**config.mk**
```make
export PLATFORM = sky130hd
export DESIGN_NAME = gls_ctrl
export DESIGN_NICKNAME = d
export VERILOG_FILES = /design/src/rtl/core/gls_pkg.sv /design/src/rtl/core/gls_ctrl.sv
export SDC_FILE = /design/constraint.sdc
export NUM_CORES = 1
export LEC_CHECK = 0
export BUFFER_PORTS_ARGS = -buffer_cell sky130_fd_sc_hd__buf_2
export CORE_AREA = 2 2 39 41
export DETAILED_ROUTE_END_ITERATION = 10
export DIE_AREA = 0 0 41 43
export SYNTH_ARGS = -nofsm -noshare
export SYNTH_HDL_FRONTEND = slang
export SYNTH_SLANG_ARGS = --single-unit
```
**constraint.sdc**
```tcl
create_clock -name clk -period 2.1 [get_ports clk]
set_input_delay 0.42 -clock clk [delete_from_list [all_inputs] [get_ports clk]]
set_output_delay 0.42 -clock clk [all_outputs]
set_load 0.005 [all_outputs]
```
**src/rtl/core/gls_pkg.sv**
```systemverilog
`default_nettype none

package gls_pkg;

    // Field widths of the item payloads.
    localparam int POS_W      = 6;
    localparam int RAD_W      = 7;
    localparam int DIM_W      = 7;
    localparam int SQ_W       = 2 * RAD_W;
    localparam int IN_DATA_W  = 32;
    localparam int OUT_DATA_W = 8;

    // Result codes.
    typedef enum logic [1:0] {
        OUT_VISIBLE = 2'd0,
        OUT_OUTSIDE = 2'd1,
        OUT_RANGE   = 2'd2,
        OUT_BLOCKED = 2'd3
    } outcome_t;

    // Item kinds carried on the input tuser.
    typedef enum logic {
        MODE_WRITE = 1'b0,
        MODE_QUERY = 1'b1
    } mode_t;

    // Configuration register indexes.
    typedef enum logic [0:0] {
        REG_MAP_WIDTH  = 1'b0,
        REG_MAP_HEIGHT = 1'b1
    } cfg_reg_t;

    // Controller states.
    typedef enum logic [2:0] {
        ST_CLEAR,
        ST_IDLE,
        ST_PREP,
        ST_SQUARE,
        ST_CHECK,
        ST_STEP,
        ST_DRAIN,
        ST_FINISH
    } state_t;

    // Commands from the controller to the datapath.
    typedef struct packed {
        logic clear;
        logic load;
        logic wr_en;
        logic prep;
        logic square;
        logic check;
        logic step;
        logic emit;
    } cmd_t;

    // Status from the datapath to the controller.
    typedef struct packed {
        logic clear_last;
        logic beyond;
        logic outside;
        logic short_ray;
        logic last_step;
        logic out_busy;
    } status_t;

endpackage

`default_nettype wire

```
**src/rtl/core/gls_ctrl.sv**
```systemverilog
`default_nettype none

module gls_ctrl (
    input  wire logic              clk,
    input  wire logic              rst_n,
    input  wire logic              s_tvalid,
    input  wire logic              s_tuser,
    output logic                   s_tready,
    input  wire gls_pkg::status_t  status,
    output gls_pkg::cmd_t          cmd
);

    gls_pkg::state_t state_reg;
    gls_pkg::state_t state_next;
    logic            drain_done_reg;
    logic            drain_done_next;

    // State register.
    always_ff @(posedge clk or negedge rst_n)
    begin
        if (!rst_n)
        begin
            state_reg      <= gls_pkg::ST_CLEAR;
            drain_done_reg <= 1'b0;
        end
        else
        begin
            state_reg      <= state_next;
            drain_done_reg <= drain_done_next;
        end
    end

    // Next state and commands.
    always_comb
    begin
        state_next      = state_reg;
        drain_done_next = drain_done_reg;
        cmd             = '0;
        s_tready        = 1'b0;
        case (state_reg)
            gls_pkg::ST_CLEAR:
            begin
                cmd.clear = 1'b1;
                if (status.clear_last)
                begin
                    state_next = gls_pkg::ST_IDLE;
                end
            end
            gls_pkg::ST_IDLE:
            begin
                s_tready = 1'b1;
                if (s_tvalid)
                begin
                    cmd.load = 1'b1;
                    if (s_tuser == gls_pkg::MODE_QUERY)
                    begin
                        state_next = gls_pkg::ST_PREP;
                    end
                    else
                    begin
                        cmd.wr_en = 1'b1;
                    end
                end
            end
            gls_pkg::ST_PREP:
            begin
                cmd.prep   = 1'b1;
                state_next = gls_pkg::ST_SQUARE;
            end
            gls_pkg::ST_SQUARE:
            begin
                cmd.square = 1'b1;
                state_next = gls_pkg::ST_CHECK;
            end
            gls_pkg::ST_CHECK:
            begin
                cmd.check = 1'b1;
                if (status.beyond || status.outside || status.short_ray)
                begin
                    state_next = gls_pkg::ST_FINISH;
                end
                else
                begin
                    state_next = gls_pkg::ST_STEP;
                end
            end
            gls_pkg::ST_STEP:
            begin
                cmd.step = 1'b1;
                if (status.last_step)
                begin
                    drain_done_next = 1'b0;
                    state_next      = gls_pkg::ST_DRAIN;
                end
            end
            gls_pkg::ST_DRAIN:
            begin
                // The last point is read, then its tile is checked.
                drain_done_next = 1'b1;
                if (drain_done_reg)
                begin
                    state_next = gls_pkg::ST_FINISH;
                end
            end
            gls_pkg::ST_FINISH:
            begin
                if (!status.out_busy)
                begin
                    cmd.emit   = 1'b1;
                    state_next = gls_pkg::ST_IDLE;
                end
            end
            default:
            begin
                state_next = gls_pkg::ST_IDLE;
            end
        endcase
    end

endmodule

`default_nettype wire

```
==> results.json <==
{
  "dp_hpwl_um": 593,
  "dieWidth_um": 41,
  "crit_path_max_fanout": 11,
  "async_reset_ff_share_pct": 100,
  "final_nets": 75,
  "crit_arrival_ns": 1.40,
  "cts.sinks": 4,
  "start_util_pct": 25.2,
  "wl_um": 785,
  "setup_viol": 0,
  "gp_congestion": 0.709,
  "yosysSeqAreaShare_pct": 28.7,
  "path_delay_family": "simple AND/OR/NAND/NOR gates",
  "cts_buffer_depth": 2,
  "yosysWarnings": 0,
  "netlist_area_um2": 349,
  "cp-start-kind": "flop",
  "ir_drop_mv": 0.558,
  "tns_ns": 0,
  "crit_type": "reg -> out",
  "placed_cells": 75,
  "largest_reg_flops": 3,
  "layout_min_cycle_time_ns": 1.82,
  "max_stage_delay_ns": 0.47,
  "hold_viol_final": 0,
  "fp.dieH_um": 43,
  "crit_path_end_kind": "output pin",
  "antenna_found_initial": 0,
  "place_area_um2": 438,
  "finalPower_w": 0.000606,
  "wl_per_cell_um": 9.94,
  "clk_pin_slew_ns": 0.04,
  "max_freq_mhz": 550,
  "hold_class": "in -> reg",
  "drtIter0Drc": 7,
  "pwr_density_cell_mw_per_mm2": 1290,
  "slew_headroom_pct": 74.2,
  "min_period_over_period_pct": 86.6,
  "syn2layout_area_growth_pct": 34.8,
  "via_per_inst": 4.56,
  "drc": 0,
  "dieArea_mm2": 0.00176,
  "ant_nets": 0,
  "crit_buf_inv": 1,
  "slowest_stage": "dfrtp_1",
  "cap_violations": 0,
  "fillers": 149,
  "insertion_delay_ns": 0.23,
  "io_buffer_count": 18,
  "grt_max_degree": 14,
  "grt_pass1_vias": 320,
  "cts_buffers": 3,
  "worstReg2RegStart": "state_reg[2]$_DFFE_PN0P_",
  "synth_flop_cell": "dfrtp_1",
  "drv_slew": 0,
  "core-area_mm2": 0.00138,
  "ys_types": 24,
  "grt.overflow.total": 0,
  "status": "completed",
  "drive_gt1_share_pct": 44.4,
  "critPathLaunch": "state_reg[2]$_DFFE_PN0P_",
  "synth_nets": 54,
  "rows": 14,
  "htree_levels": 1,
  "num_io_pins": 19,
  "ys_ff_latch": 4,
  "finish.instance_area_um2": 470,
  "num_vias": 360,
  "min-delay-start": "status[0]",
  "cp_cell_sequence": "or2_4 -> nor3_2 -> nor2b_1 -> buf_2",
  "tightestPinTransition_ns": 0.387,
  "num_antenna_cells": 0,
  "rsz0062_at_grt": "false",
  "dr.pass1.iters": 4,
  "grt_usage_pct": 10.7,
  "synth_edf_count": 0,
  "post_cts_buffers": 0,
  "cellLeakagePower_nw": 0.245,
  "cts_tree": "done",
  "synth_cells": 44,
  "cp.required_ns": 1.68,
  "root_buffer": "clkbuf_4",
  "stdcell_count": 79,
  "grt_first_pass_wirelength_mm": 1.27,
  "fin_skew_ns": 0.00374,
  "avgSynthCellArea_um2": 7.93
}
[where the power goes]
| group | total (W) | switching (W) | internal [W] |
|---|---|---|---|
| Sequential | 0.000199 | 0.0000840 | 0.000116 |
| Clock | 0.0000937 | 0.0000298 | 0.0000638 |
| Combinational | 0.000313 | 0.000144 | 0.000169 |
| Total | 0.000606 | 0.000258 | 0.000348 |
[cell usage after synthesis, types with 2 or more instances]
library cell  number  share of area (%)
dfrtp_1            4                 29
nor2_1             8                8.6
nand2_1            3                3.2
nor2b_1            5                9.0
and2b_2            2                5.0
buf_2              2                2.9
a21oi_1            3                4.3
[metal layers]
layer | vias up | wire [um] | track usage (%)
met4 | 0 | 0 | 10.0
met5 | - | 0 | 0
li1 | 187 | - | -
met1 | 161 | 343 | 13.7
met2 | 12 | 390 | 15.3
met3 | 0 | 50 | 0
[worst min-delay path: cells and delay by family]
family                 cells  cell delay, ns
and+or+nand+nor            2            0.14
buffers and inverters      1            0.09
[worst paths after layout]
path	end	slack (ns)	cells after the start
hold reg to reg	drain_done_reg$_DFFE_PN0P_	0.59	2
max in group asynchronous	drain_done_reg$_DFFE_PN0P_	1.46	2
setup reg to reg	state_reg[0]$_DFFE_PN0P_	0.80	3
min in group asynchronous	state_reg[1]$_DFFE_PN0P_	0.52	2
hold / removal	state_reg[2]$_DFFE_PN0P_	0.46	3
setup / recovery	cmd[5]	0.28	4
[cell usage in the layout, fill, tap and decap left out, types with 2 or more instances in the layout]
master	instances
and2b_2	2
nor2b_1	5
dfrtp_1	4
a21oi_1	3
clkbuf_4	3
nand2_1	3
buf_2	18
nor2_1	8
[final cells by class]
cell class | count | area, um^2 | share of cell area, %
multi-input cells | 35 | 220 | 46.8
flip-flops and latches | 4 | 100 | 21.3
repair buffers | 19 | 100 | 21.3
clock buffers | 3 | 22.5 | 4.79
well taps | 16 | 20.0 | 4.26
inverters | 2 | 7.51 | 1.60
[through the flow]
| stage | setup WS [ns] | util [%] | hold WS [ns] |
|---|---|---|---|
| global placement | 0.561 | 31.6 | 0.228 |
| detailed placement | 0.522 | 31.6 | 0.230 |
| finish | 0.281 | 34.0 | 0.459 |
| floorplan | 0.633 | - | 0.124 |
| CTS | 0.259 | 34.0 | 0.452 |
| global route | 0.146 | 34.0 | 0.473 |
[cell families (layout without fill, tap and decap cells)]
kind of cell / after synthesis / after routing / share of synthesized area [%]
buffers and inverters: 5 / 24 / 8.24
and+or+nand+nor: 27 / 27 / 47.3
DFF: 4 / 4 / 28.7
AOI/OAI and AO/OA: 8 / 8 / 15.8
[repair_timing]
| item | in CTS | in global routing |
|---|---|---|
| gates resized for setup | 0 | 0 |
| endpoints found under the hold margin | 4 | 0 |
| hold buffers | 1 | 0 |
No activity file was read; power rests on OpenSTA's default activity.
